File: src/rtl/dtp_pkg.sv
package dtp_pkg;

  // Frame geometry.
  localparam int MAX_DIM = 4096;
  localparam int DIM_W   = 13;
  localparam int CNT_W   = 12;
  localparam int HALF_W  = 14;

  // Fixed-point formats.
  localparam int FRAC_BITS  = 16;
  localparam int PRE_SHIFT  = 16;
  localparam int POST_SHIFT = FRAC_BITS + 32 - PRE_SHIFT + 1 - FRAC_BITS;
  localparam int Z_W        = 31;
  localparam int ZI_W       = Z_W + 32;
  localparam int Q_W        = ZI_W - PRE_SHIFT;
  localparam int P_W        = Q_W + HALF_W;
  localparam int MAG_W      = P_W + 1 - POST_SHIFT;
  localparam logic [Z_W-1:0] Z_MAX = {Z_W{1'b1}};

  // Divider sequencing.
  localparam int DIV_STEPS = 32;
  localparam int DIVCNT_W  = $clog2(DIV_STEPS);

  // Queue between front and back.
  localparam int QDEPTH = 4;
  localparam int QPTR_W = $clog2(QDEPTH);

  // Register reset values.
  localparam logic [31:0]       RST_DEPTH_SCALE  = 32'd25534815;
  localparam logic [31:0]       RST_INV_FOCAL_X  = 32'd5952395;
  localparam logic [31:0]       RST_INV_FOCAL_Y  = 32'd5952395;
  localparam logic [HALF_W-1:0] RST_CENTER_COL   = 14'd1242;
  localparam logic [HALF_W-1:0] RST_CENTER_ROW   = 14'd375;
  localparam logic [DIM_W-1:0]  RST_FRAME_WIDTH  = 13'd1242;
  localparam logic [DIM_W-1:0]  RST_FRAME_HEIGHT = 13'd375;

  typedef enum logic [2:0] {
    REG_DEPTH_SCALE  = 3'd0,
    REG_INV_FOCAL_X  = 3'd1,
    REG_INV_FOCAL_Y  = 3'd2,
    REG_CENTER_COL   = 3'd3,
    REG_CENTER_ROW   = 3'd4,
    REG_FRAME_WIDTH  = 3'd5,
    REG_FRAME_HEIGHT = 3'd6
  } dtp_reg_e;

  typedef struct packed {
    logic [31:0]       depth_scale;
    logic [31:0]       inv_focal_x;
    logic [31:0]       inv_focal_y;
    logic [HALF_W-1:0] center_col_half;
    logic [HALF_W-1:0] center_row_half;
    logic [DIM_W-1:0]  frame_width;
    logic [DIM_W-1:0]  frame_height;
  } dtp_cfg_t;

  // One pixel as classified by the front part.
  typedef struct packed {
    logic [7:0]       disparity;
    logic             depth_ok;
    logic [CNT_W-1:0] col;
    logic [CNT_W-1:0] row;
    logic [23:0]      rgb;
    logic             last;
  } dtp_item_t;

endpackage

File: src/rtl/dtp_queue.sv
module dtp_queue (
  input  logic               clk_i,
  input  logic               rst_ni,
  input  logic               push_i,
  input  dtp_pkg::dtp_item_t item_i,
  output logic               full_o,
  input  logic               pop_i,
  output dtp_pkg::dtp_item_t item_o,
  output logic               empty_o
);
  import dtp_pkg::*;

  dtp_item_t         mem_q [QDEPTH];
  logic [QPTR_W-1:0] wr_ptr_q, rd_ptr_q;
  logic [QPTR_W:0]   count_q;

  assign full_o  = count_q == (QPTR_W + 1)'(QDEPTH);
  assign empty_o = count_q == '0;
  assign item_o  = mem_q[rd_ptr_q];

  // Pointers and fill level.
  always_ff @(posedge clk_i or negedge rst_ni) begin
    if (!rst_ni) begin
      wr_ptr_q <= '0;
      rd_ptr_q <= '0;
      count_q  <= '0;
    end else begin
      if (push_i) begin
        wr_ptr_q <= wr_ptr_q + QPTR_W'(1);
      end
      if (pop_i) begin
        rd_ptr_q <= rd_ptr_q + QPTR_W'(1);
      end
      if (push_i && !pop_i) begin
        count_q <= count_q + (QPTR_W + 1)'(1);
      end else if (pop_i && !push_i) begin
        count_q <= count_q - (QPTR_W + 1)'(1);
      end
    end
  end

  // Entry storage.
  always_ff @(posedge clk_i) begin
    if (push_i) begin
      mem_q[wr_ptr_q] <= item_i;
    end
  end

endmodule

File: config.mk
export PLATFORM = sky130hd
export DESIGN_NAME = dtp_queue
export DESIGN_NICKNAME = d
export VERILOG_FILES = /design/src/rtl/dtp_pkg.sv /design/src/rtl/dtp_queue.sv
export SDC_FILE = /design/constraint.sdc
export NUM_CORES = 1
export LEC_CHECK = 0
export ABC_AREA = 1
export BUFFER_PORTS_ARGS = -buffer_cell sky130_fd_sc_hd__buf_2
export CAP_MARGIN = 20
export CORE_UTILIZATION = 45
export DETAILED_ROUTE_END_ITERATION = 10
export GPL_TIMING_DRIVEN = 0
export PLACE_DENSITY = 0.7
export SLEW_MARGIN = 30
export SYNTH_ARGS = -nofsm -noshare
export SYNTH_HDL_FRONTEND = slang
export SYNTH_SLANG_ARGS = --single-unit
File: constraint.sdc
create_clock -name clk_i -period 3.85 [get_ports clk_i]
set_clock_uncertainty 0.05 [all_clocks]
set_input_delay 0.5775 -clock clk_i [delete_from_list [all_inputs] [get_ports clk_i]]
set_output_delay 0.5775 -clock clk_i [all_outputs]
set_load 0.05 [all_outputs]
# After elaboration in Yosys (flattened, before gate mapping)
# Memories as Yosys holds them, arrays and structs flattened.
# Index checks and enable logic that the tools add are counted.
# totals
reg_bits	7
ramBits	232
out_inout_bits	60
memories	1
# op_classes
add_sub_neg	4
n_eq_ne	1
n_mux	4
n_reduce_logical	6
# memory_table
name	words	width	read_ports	rd_ports_with_merged_regs	write_ports	line	source
mem_q	4	58	1	0	1	dtp_queue.sv:13	dtp_item_t mem_q [QDEPTH];
# ops
cell	count
2-to-1 mux 3 bit	2
adder 2 x 1 -> 2 bit (second input constant)	2
adder 3 x 1 -> 3 bit (second input constant)	1
equality test 3 bit (second input constant)	1
zero test 3 bit	1
subtractor 3 x 1 -> 3 bit (second input constant)	1
logical AND 1 bit	2
zero test 1 bit	2
2-to-1 mux 1 bit	2
nonzero test 2 bit	1

# Depth between registers and ports, before layout
# logic_depth
ltp_word	4
depth_mapped	9
depth_no_buf	9

# Worst setup path after synthesis
# Ideal clock, no wire load.
# synth_path
path_kind	in2reg
from	input port push_i
to	memory mem_q[0][0] in the netlist's numbering (enable)
setup_time_ps	412
t_arrival_ps	2001
t_required_ps	3388
path_slack_ps	1387
path_stages	3
cell_sequence	clkbuf_1 > nand2_1 > inv_1
# synth_between
elab_chain_cells	2
# synth_rtl
element	line	source
start, declared	dtp_queue.sv:4	input logic push_i,
2-to-1 mux 1 bit	dtp_queue.sv:44	if (push_i) begin
2-to-1 mux 1 bit (not written as such)	dtp_queue.sv:45	mem_q[wr_ptr_q] <= item_i;
end, declared	dtp_queue.sv:13	
# No other way between the ends.

==> results_dict.tcl <==
set metrics [dict create \
    status "complete, no violations" \
    instances_no_fill 1178 \
    drive_above_1_share_pct 29.7 \
    start_util_pct 45.8 \
    clockRootBuffer "clkbuf_16" \
    cts_tree "yes" \
    timing.rr.start "wr_ptr_q[0]$_DFFE_PN0P_" \
    worstSetupStartpointType "flop" \
    clk_pin_slew_ns 0.06 \
    drc_errors 0 \
    die_area_um2 22800 \
    vias_per_cell 4.93 \
    insertion_delay_ns 0.50 \
    die_h_um 151 \
    p_leak_uw 0.00489 \
    n_fill_cell 1782 \
    drv_cap 0 \
    synth_largest_area_cell "edfxtp_1" \
    peakVddDrop_mv 0.648 \
    antenna_found_initial 3 \
    multi_input_area_um2 2010 \
    cts.sinks 239 \
    grt_start_max_net_pins 39 \
    worstMarginPinSlew_ns 0.525 \
    crit_start "rd_ptr_q[1]$_DFFE_PN0P_" \
    synth_cells 725 \
    r2r_setup_slack_ns 2.08 \
    ys_ff_latch 239 \
    synth_mux_area_share_pct 0 \
    core_um2 21800 \
    synth-compound-area-share_pct 11.7 \
    dp_hpwl_um 12400 \
    cts_buffer_depth 3 \
    layout.cells.most_common "edfxtp_1" \
    portBuffers 121 \
    via_count 5809 \
    h-tree-depth 1 \
    netlist.area_leader.share_pct 69.6 \
    ys_types 21 \
    synth_fa_ha_area_share_pct 0.825 \
    yosys.area_share.simple_pct 7.23 \
    wl_per_cell_um 17.2 \
    synth.area.top_cells "edfxtp_1, o211ai_2, nand2_1" \
    nets 946 \
    drv_slew 0 \
    wl_um 20300 \
    power_density_nw_per_um2 923 \
    ios 122 \
    areaGrowthSynthToFinish_pct 18.9 \
    period_share_pct 67.7 \
    critPathKind "flop to primary output" \
    reg2reg_to "mem_q[0][11]$_DFFE_PP_" \
    drt_iter0_markers 293 \
    max_freq_mhz 384 \
    dp_cells 1130 \
    setup-violations-final 0 \
    globalplace.congestion 0.706 \
    synth_warnings 0 \
    grt_usage_pct 18.2 \
    synth-xor-area-share_pct 0.350 \
    power_uw 11000 \
    place_ws_ns 1.68 \
    ys_seq_area_share_pct 71.4 \
    syn-mean-instance-area_um2 13.8 \
    dieWidth_um 151 \
    finalSetupTns_ns 0 \
    end_kind "primary output" \
    hold_viol_final 0 \
    cts_buffers 25 \
    final_cell_mix "edfxtp_1, nand2_1, buf_2, inv_1, o211ai_2" \
    crit_fanout 10 \
    period_needed_ns 2.61 \
    rsz0062_at_grt "false" \
    num_rows 54 \
    grt_pass1_vias 5766 \
    final_antenna_net_count 0 \
    post_cts_buffers 0 \
    setup_ws_ns 1.24 \
    slew_headroom_pct 65.0 \
    syn-cell-area_um2 10000 \
    grt_overflow_total 0 \
    ff_latch_area_um2 7140 \
    crit_path_end "item_o[36]" \
    synth_top_family_by_area "compound AO/OA/AOI/OAI gates" \
    arrival_ns 1.98 \
    hp-class "input pin to flop" \
    first_pass_iters 4 \
    crit_required_ns 3.22 \
    grt_pass1_wl_um 31200 \
    synth_nets 793 \
    rr_worst_depth 5 \
]
[worst min path at each step]
stage / slack (ns) / to / cells after the start / start
floorplan: 0.23 / count_q[0]$_DFFE_PN0P_ / 0 / rst_ni
global placement: 0.38 / count_q[2]$_DFFE_PN0P_ / 1 / rst_ni
detailed placement: 0.38 / count_q[0]$_DFFE_PN0P_ / 1 / rst_ni
CTS: 0.22 / mem_q[1][23]$_DFFE_PP_ / 1 / item_i[23]
global route: 0.21 / mem_q[1][23]$_DFFE_PP_ / 1 / item_i[23]
finish: 0.23 / mem_q[1][23]$_DFFE_PP_ / 1 / item_i[23]
[Yosys cell counts (all sizes together)]
master	instances
dfrtp	7
o211ai	116
clkbuf	1
nand2	187
fa	1
buf	39
nand4	1
nand3	1
xnor2	1
o21ai	1
xor2	3
inv	128
edfxtp	232
nor3	2
ha	5
[what timing repair did]
item | CTS | global route
gates resized for setup | 0 | 0
hold endpoints to repair | 7 | 0
hold buffers | 1 | 0
[where the power goes]
group | internal, uW | switching [uW] | total (uW)
registers | 3400 | 136 | 3540
clock network | 1430 | 940 | 2370
logic | 1340 | 3720 | 5060
[worst max-delay path, stage by stage, from the launching register on]
cell and delay, ns:
dfrtp_1 0.38, buf_6 0.14, inv_4 0.09, buf_8 0.16, buf_4 0.21, o211ai_1 0.12
nand2_1 0.10, buf_2 0.27
[sequential cells by signal, summed over array words and instances, names as in the netlist]
register  count
count_q       3
wr_ptr_q      2
rd_ptr_q      2
mem_q       232
[final cells by class]
| type | instances | share of cell area [%] |
|---|---|---|
| Sequential cell | 239 | 60.1 |
| Multi-Input combinational cell | 318 | 16.9 |
| Timing Repair Buffer | 126 | 5.91 |
| Clock buffer | 31 | 5.62 |
| Inverter | 128 | 4.15 |
| Buffer | 40 | 3.09 |
| Tap cell | 280 | 2.95 |
| Clock inverter | 14 | 1.27 |
| Antenna cell | 2 | 0.0421 |
[kinds of logic (layout without fill, tap and decap cells)]
family / count (synthesis) / in the layout
buf+inv: 168 / 339
xor+xnor: 4 / 4
flops: 239 / 239
compound gates: 117 / 117
other cells: 0 / 2
simple gates: 191 / 191
fa+ha+maj: 6 / 6
[per-layer routing]
layer,wire length (um),vias up,global-route usage [%]
li1,-,2821,-
met5,13,-,0
met4,419,2,5.00
met2,9890,136,30.5
met3,943,37,2.92
met1,8990,2813,24.6
[per-stage QoR]
stage,hold slack [ns],utilization (%),area [um^2]
floorplan,0.232,-,10000
global placement,0.378,50.2,11000
detailed placement,0.383,50.7,11100
CTS,0.219,54.5,11900
global route,0.215,54.5,11900
finish,0.234,54.5,11900
Power figures use the tool's default switching activity.
