===== config.mk =====
export PLATFORM = sky130hd
export DESIGN_NAME = dtp_front_flat
export DESIGN_NICKNAME = d
export VERILOG_FILES = /design/src/rtl/dtp_pkg.sv /design/src/rtl/dtp_if.sv /design/src/rtl/dtp_front.sv /design/src/flat_wrapper.sv
export SDC_FILE = /design/constraint.sdc
export NUM_CORES = 1
export LEC_CHECK = 0
export BUFFER_PORTS_ARGS = -buffer_cell sky130_fd_sc_hd__buf_2
export CAP_MARGIN = 20
export CORE_AREA = 2 2 94 96
export DETAILED_ROUTE_END_ITERATION = 16
export DIE_AREA = 0 0 96 98
export HOLD_SLACK_MARGIN = 0.03
export PLACE_DENSITY = 0.73
export SKIP_CTS_REPAIR_TIMING = 1
export SKIP_LAST_GASP = 1
export SYNTH_ARGS = -nofsm -noshare
export SYNTH_HDL_FRONTEND = slang
export SYNTH_SLANG_ARGS = --single-unit

===== constraint.sdc =====
create_clock -name clk_i -period 3.57 [get_ports clk_i]
set_input_delay 0.357 -clock clk_i [delete_from_list [all_inputs] [get_ports clk_i]]
set_output_delay 0.357 -clock clk_i [all_outputs]
set_load 0.02 [all_outputs]

===== src/rtl/dtp_pkg.sv =====
package dtp_pkg;

  // Frame geometry.
  localparam int MAX_DIM = 4096;
  localparam int DIM_W   = 13;
  localparam int CNT_W   = 12;
  localparam int HALF_W  = 14;

  // Fixed-point formats.
  localparam int FRAC_BITS  = 16;
  localparam int PRE_SHIFT  = 16;
  localparam int POST_SHIFT = FRAC_BITS + 32 - PRE_SHIFT + 1 - FRAC_BITS;
  localparam int Z_W        = 31;
  localparam int ZI_W       = Z_W + 32;
  localparam int Q_W        = ZI_W - PRE_SHIFT;
  localparam int P_W        = Q_W + HALF_W;
  localparam int MAG_W      = P_W + 1 - POST_SHIFT;
  localparam logic [Z_W-1:0] Z_MAX = {Z_W{1'b1}};

  // Divider sequencing.
  localparam int DIV_STEPS = 32;
  localparam int DIVCNT_W  = $clog2(DIV_STEPS);

  // Queue between front and back.
  localparam int QDEPTH = 4;
  localparam int QPTR_W = $clog2(QDEPTH);

  // Register reset values.
  localparam logic [31:0]       RST_DEPTH_SCALE  = 32'd25534815;
  localparam logic [31:0]       RST_INV_FOCAL_X  = 32'd5952395;
  localparam logic [31:0]       RST_INV_FOCAL_Y  = 32'd5952395;
  localparam logic [HALF_W-1:0] RST_CENTER_COL   = 14'd1242;
  localparam logic [HALF_W-1:0] RST_CENTER_ROW   = 14'd375;
  localparam logic [DIM_W-1:0]  RST_FRAME_WIDTH  = 13'd1242;
  localparam logic [DIM_W-1:0]  RST_FRAME_HEIGHT = 13'd375;

  typedef enum logic [2:0] {
    REG_DEPTH_SCALE  = 3'd0,
    REG_INV_FOCAL_X  = 3'd1,
    REG_INV_FOCAL_Y  = 3'd2,
    REG_CENTER_COL   = 3'd3,
    REG_CENTER_ROW   = 3'd4,
    REG_FRAME_WIDTH  = 3'd5,
    REG_FRAME_HEIGHT = 3'd6
  } dtp_reg_e;

  typedef struct packed {
    logic [31:0]       depth_scale;
    logic [31:0]       inv_focal_x;
    logic [31:0]       inv_focal_y;
    logic [HALF_W-1:0] center_col_half;
    logic [HALF_W-1:0] center_row_half;
    logic [DIM_W-1:0]  frame_width;
    logic [DIM_W-1:0]  frame_height;
  } dtp_cfg_t;

  // One pixel as classified by the front part.
  typedef struct packed {
    logic [7:0]       disparity;
    logic             depth_ok;
    logic [CNT_W-1:0] col;
    logic [CNT_W-1:0] row;
    logic [23:0]      rgb;
    logic             last;
  } dtp_item_t;

endpackage


===== src/rtl/dtp_if.sv =====
// Pixel input channel.
interface dtp_pix_if;
  logic       valid;
  logic       ready;
  logic [7:0] disparity;
  logic [7:0] blue;
  logic [7:0] green;
  logic [7:0] red;

  modport source (output valid, output disparity, output blue, output green, output red,
                  input ready);
  modport sink (input valid, input disparity, input blue, input green, input red,
                output ready);
endinterface



===== src/rtl/dtp_front.sv =====
module dtp_front (
  input  logic             clk_i,
  input  logic             rst_ni,
  input  dtp_pkg::dtp_cfg_t cfg_i,
  dtp_pix_if.sink          pix_i,
  input  logic             full_i,
  output logic             push_o,
  output dtp_pkg::dtp_item_t item_o
);
  import dtp_pkg::*;

  logic [CNT_W-1:0] col_q, col_d;
  logic [CNT_W-1:0] row_q, row_d;
  logic [DIM_W-1:0] eff_w, eff_h;
  logic             row_end, col_end;

  // A frame size of zero acts as one, anything above the limit as the limit.
  function automatic logic [DIM_W-1:0] eff_dim(input logic [DIM_W-1:0] v);
    if (v == '0) begin
      return DIM_W'(1);
    end else if (v > DIM_W'(MAX_DIM)) begin
      return DIM_W'(MAX_DIM);
    end
    return v;
  endfunction

  assign eff_w   = eff_dim(cfg_i.frame_width);
  assign eff_h   = eff_dim(cfg_i.frame_height);
  assign row_end = (DIM_W'(col_q) + DIM_W'(1)) >= eff_w;
  assign col_end = (DIM_W'(row_q) + DIM_W'(1)) >= eff_h;

  // A transaction is taken whenever the queue has room.
  assign pix_i.ready = !full_i;
  assign push_o      = pix_i.valid && !full_i;

  // Classify the pixel and tag it with its position.
  always_comb begin
    item_o.disparity = pix_i.disparity;
    item_o.depth_ok  = pix_i.disparity != 8'd0;
    item_o.col       = col_q;
    item_o.row       = row_q;
    item_o.rgb       = {pix_i.red, pix_i.green, pix_i.blue};
    item_o.last      = row_end && col_end;
  end

  // Raster position counters.
  always_comb begin
    col_d = col_q;
    row_d = row_q;
    if (push_o) begin
      if (row_end) begin
        col_d = '0;
        row_d = col_end ? '0 : row_q + CNT_W'(1);
      end else begin
        col_d = col_q + CNT_W'(1);
      end
    end
  end

  always_ff @(posedge clk_i or negedge rst_ni) begin
    if (!rst_ni) begin
      col_q <= '0;
      row_q <= '0;
    end else begin
      col_q <= col_d;
      row_q <= row_d;
    end
  end

endmodule


===== src/flat_wrapper.sv =====
// flat-port wrapper written by rule: the top's interface ports become plain ports
module dtp_front_flat import dtp_pkg::*;
  (clk_i, rst_ni, cfg_i, full_i, push_o, item_o, pix_i_valid, pix_i_disparity, pix_i_blue, pix_i_green, pix_i_red, pix_i_ready);
  dtp_pix_if pix_i_i ();
  input  logic clk_i;
  input  logic rst_ni;
  input  dtp_pkg::dtp_cfg_t cfg_i;
  input  logic full_i;
  output logic push_o;
  output dtp_pkg::dtp_item_t item_o;
  input wire logic [$bits(pix_i_i.valid)-1:0] pix_i_valid;
  input wire logic [$bits(pix_i_i.disparity)-1:0] pix_i_disparity;
  input wire logic [$bits(pix_i_i.blue)-1:0] pix_i_blue;
  input wire logic [$bits(pix_i_i.green)-1:0] pix_i_green;
  input wire logic [$bits(pix_i_i.red)-1:0] pix_i_red;
  output wire logic [$bits(pix_i_i.ready)-1:0] pix_i_ready;
  assign pix_i_i.valid = pix_i_valid;
  assign pix_i_i.disparity = pix_i_disparity;
  assign pix_i_i.blue = pix_i_blue;
  assign pix_i_i.green = pix_i_green;
  assign pix_i_i.red = pix_i_red;
  assign pix_i_ready = pix_i_i.ready;
  dtp_front u_core (.clk_i(clk_i), .rst_ni(rst_ni), .cfg_i(cfg_i), .pix_i(pix_i_i), .full_i(full_i), .push_o(push_o), .item_o(item_o));
endmodule

# == Word level (Yosys, flattened, before mapping) ==
# Index checks and enable logic that the tools add are counted.
# word_totals
register_bits,24
rom_bits,0
in_bits,186
word_cells,29
output_inout_bits,60
n_memories,0
ramBits,0
latchBits,0
# classes
add_sub_neg,4
n_eq_ne,0
muxes,12
bitwise_logic,0
div,0
n_mul,0
n_reduce_logical,7
order_cmp,4
n_shift,0
# ops
operator,count
two-way mux 13 bit,6
adder 12 x 1 -> 13 bit (second input constant),2
greater-or-equal comparator 13 bit,2
> comparator 13 bit (second input constant),2
zero test 13 bit,2
adder 12 x 1 -> 12 bit (second input constant),2
two-way mux 12 bit,2
nonzero test 8 bit,1
two-way mux 1 bit,4
logical AND 1 bit,2
AND reduction 2 bit,1
zero test 1 bit,1

# == Logic depth before layout (Yosys ltp) ==
# depth
ltp_word,6
depth_mapped,13
ltp_nobuf,13

# == Worst setup path before layout ==
# Ideal clock, no wire load.
# synth_timing
path_kind,flip-flop to output port
start,register u_core.col_q[0]
end,output port item_o[0] (netlist bit)
t_required_ns,3.213
arrival_time_ns,2.806
n_path_buf,1
path_slack_ns,0.407
path_stages_with_launch,12
path_cell_list,dfrtp_1 -> ha_1 -> nand3_1 -> nor2_1 -> and3_1 -> xor2_1 -> ha_1 -> nand4_1 -> nor2_1 -> a221o_1 -> buf_6 -> and2_1
# synth_lines
element,line,rtl
"start, declared",dtp_front.sv:12,"logic [CNT_W-1:0] col_q, col_d;"
"start signal, assigned",dtp_front.sv:65,col_q <= col_d;
"end, declared",flat_wrapper.sv:10,output dtp_pkg::dtp_item_t item_o;

==> results.py <==
metrics = {
    "run_status": {
        "status": "finished clean",
    },
    "min_path": {
        "hp-class": "in2async",
    },
    "route": {
        "vias": 2179,
        "ant_nets": 0,
        "drt-wirelength-per-cell_um": 13.7,
        "drc": 0,
        "avgViaCountPerCell": 4.91,
        "drt-total-wl_mm": 6.09,
        "drt_iter0_markers": 37,
        "dr.pass1.iters": 4,
    },
    "logic_synthesis": {
        "synth_nets": 509,
        "synth_seq_area_share_pct": 24.9,
        "syn_avg_cell_area_um2": 8.19,
        "syn_area_mm2": 0.00241,
        "async_flop_share_pct": 100,
        "synth.top_cells.by_area": "dfrtp_1, ha_1, buf_4",
        "syn_inst": 295,
        "yosys.area.top_type": "dfrtp_1",
        "synth-edff-count": 0,
        "yosysTopAreaCellShare_pct": 24.9,
        "synth_warnings": 0,
        "ys.flop_type": "dfrtp_1",
        "synth_cell_types": 38,
        "synth_seq_cells": 24,
    },
    "die": {
        "initial_core_util_pct": 28.5,
        "die-area_mm2": 0.00941,
        "die_w_um": 96,
        "die_h_um": 98,
        "core-area_mm2": 0.00847,
        "rows": 34,
        "io_pins": 246,
    },
    "placement": {
        "place_inst": 439,
        "place_congestion": 0.786,
        "hpwl_mm": 5.11,
        "place_ws_ns": 0.424,
        "portBuffers": 73,
    },
    "worst_setup_path": {
        "r2r_slack_ns": 0.53,
        "reg2regPathDepth": 11,
        "start_kind": "flop",
        "reg2reg_to": "u_core.col_q[0]",
        "cp_max_fo": 5,
        "endpoint_kind": "output pin",
        "cp.required_ns": 3.21,
        "r2r_start": "u_core.col_q[2]",
        "crit_path_top_delay_cell": "dfrtp_1",
        "path_class": "reg2out",
        "crit_arrival_ns": 2.95,
        "crit_chain": "ha_1, nand3_1, nor2_1, nand3_1, xnor2_1, ha_1, a21oi_1, o21ai_0, a21oi_1, o21ai_2, and2_1, buf_2",
        "slowest_delay_ns": 0.43,
    },
    "cells_and_area": {
        "finalNonFillerCells": 444,
        "antenna-diode-count": 0,
        "syn_to_final_growth_pct": 13.2,
        "drive_gt1_share_pct": 29.8,
        "nets": 551,
        "final_core_util_pct": 32.3,
    },
    "power": {
        "p_leak_uw": 0.00141,
        "ir_drop_mv": 0.262,
        "p_per_area_mw_per_mm2": 328,
    },
    "clocking": {
        "htreeDepth": 1,
        "clock_sinks": 24,
        "cts_buffers": 3,
        "clk_path_buf_depth": 2,
        "insertion_delay_ns": 0.26,
        "path_clk_slew_ns": 0.08,
        "cts_root_buffer": "clkbuf_8",
        "cts_tree": "done",
    },
    "timing": {
        "setup_viol": 0,
        "timing.hold.ws_ns": 0.0705,
        "clock_skew_ns": 0.00116,
        "max_freq_ghz": 0.302,
        "layout_setup_ws_ns": 0.264,
        "slew_headroom_pct": 63.6,
        "rsz0062_at_grt": "no",
        "slew_violations": 0,
        "period_share_pct": 92.6,
        "finalHoldViolCount": 0,
        "tightest_slew_ns": 0.546,
        "layout_min_cycle_time_ns": 3.31,
        "setup_tns_ns": 0,
    },
    "grt": {
        "grt_max_degree": 25,
        "grt_overflow": 0,
        "grt_pass1_vias": 2042,
        "grt_pass1_wl_mm": 9.77,
        "antenna_found_initial": 1,
        "grt.total_usage_pct": 13.0,
    },
    "job": {
        "drv_cap": 0,
    },
}
[synthesized netlist by cell type, types with 4 or more instances]
master and n:
a21oi_1 11, a22o_1 12, a31oi_1 4, and3_1 4, buf_4 33, clkbuf_1 5
dfrtp_1 24, ha_1 28, inv_1 10, nand2_1 52, nand2b_1 4, nand3_1 8
nand4_1 4, nor2_1 19, nor2b_1 5, nor3_1 4, nor4_1 6, o21ai_0 13
o21ai_2 5, xnor2_1 13, xor2_1 7
[layer usage]
layer | GRT usage [%] | wire (µm) | share of wire (%)
met4 | 4.95 | 148 | 2.4
met1 | 15.5 | 2520 | 41
met2 | 20.4 | 2590 | 43
met3 | 5.63 | 820 | 13
met5 | 0 | 13 | 0.21
[power by group]
part	switching [µW]	internal (µW)	total, µW
clock network	83.6	98.3	182
registers	49.2	301	350
logic	214	150	364
[flip-flops by register name (all words and copies together) (netlist names)]
register      flops
u_core.col_q     12
u_core.row_q     12
[worst max path at each step]
stage,start,end,cells after the start
global route,u_core.col_q[0],item_o[0],12
CTS,u_core.col_q[0],item_o[0],11
global placement,u_core.col_q[0],item_o[0],11
detailed placement,u_core.col_q[0],u_core.col_q[0],12
finish,u_core.row_q[0],item_o[0],12
floorplan,u_core.col_q[0],item_o[0],11
[stage by stage]
step	power, µW	cell area (µm²)
after CTS	910	2710
after floorplan	647	2410
after global routing	973	2730
after global placement	707	2660
after detailed placement	720	2660
final	896	2730
[placed cells by master, fill, tap and decap left out, types with 2 or more instances in the layout]
| master | n |
|---|---|
| o21ai_2 | 5 |
| nand4_1 | 4 |
| nand2_1 | 52 |
| o31ai_1 | 2 |
| clkbuf_8 | 4 |
| nor2_2 | 3 |
| xnor2_1 | 13 |
| nor4_1 | 6 |
| nor2_1 | 17 |
| a21o_1 | 2 |
| buf_2 | 73 |
| buf_4 | 5 |
| o21bai_1 | 2 |
| nand3_1 | 8 |
| xor2_1 | 6 |
| nand3_2 | 2 |
| a31oi_1 | 4 |
| mux2_2 | 2 |
| o21ai_0 | 13 |
| inv_1 | 10 |
| ha_1 | 28 |
| a22o_1 | 12 |
| nor2b_1 | 5 |
| nand2b_1 | 4 |
| nor3_1 | 4 |
| a221o_1 | 3 |
| a21oi_1 | 11 |
| and3_1 | 3 |
| dfrtp_1 | 24 |
[critical path: cells and delay by family, from the launching register on]
kind | cells | cell delay (ns)
buf+inv | 1 | 0.15
compound gates | 4 | 0.55
flops | 1 | 0.43
simple gates | 4 | 0.74
xor+xnor | 1 | 0.23
fa+ha+maj | 2 | 0.57
[cell type report]
class / instances / area [µm²]
Timing Repair Buffer: 78 / 403
Clock buffer: 4 / 55.1
Fill cell: 921 / 5730
Tap cell: 108 / 135
Multi-Input combinational cell: 219 / 1500
Sequential cell: 24 / 601
Inverter: 11 / 41.3
[logic make-up (layout without fill, tap and decap cells)]
logic type	Yosys count	after routing	synth area share (%)
DFF	24	24	24.9
adders and majority gates	28	28	14.5
and+or+nand+nor	112	112	22.2
buffers and inverters	52	93	13.6
AOI/OAI and AO/OA	57	57	16.6
muxes	2	2	0.933
xor gates and xnor gates	20	20	7.25
No activity file was read; power rests on OpenSTA's default activity.
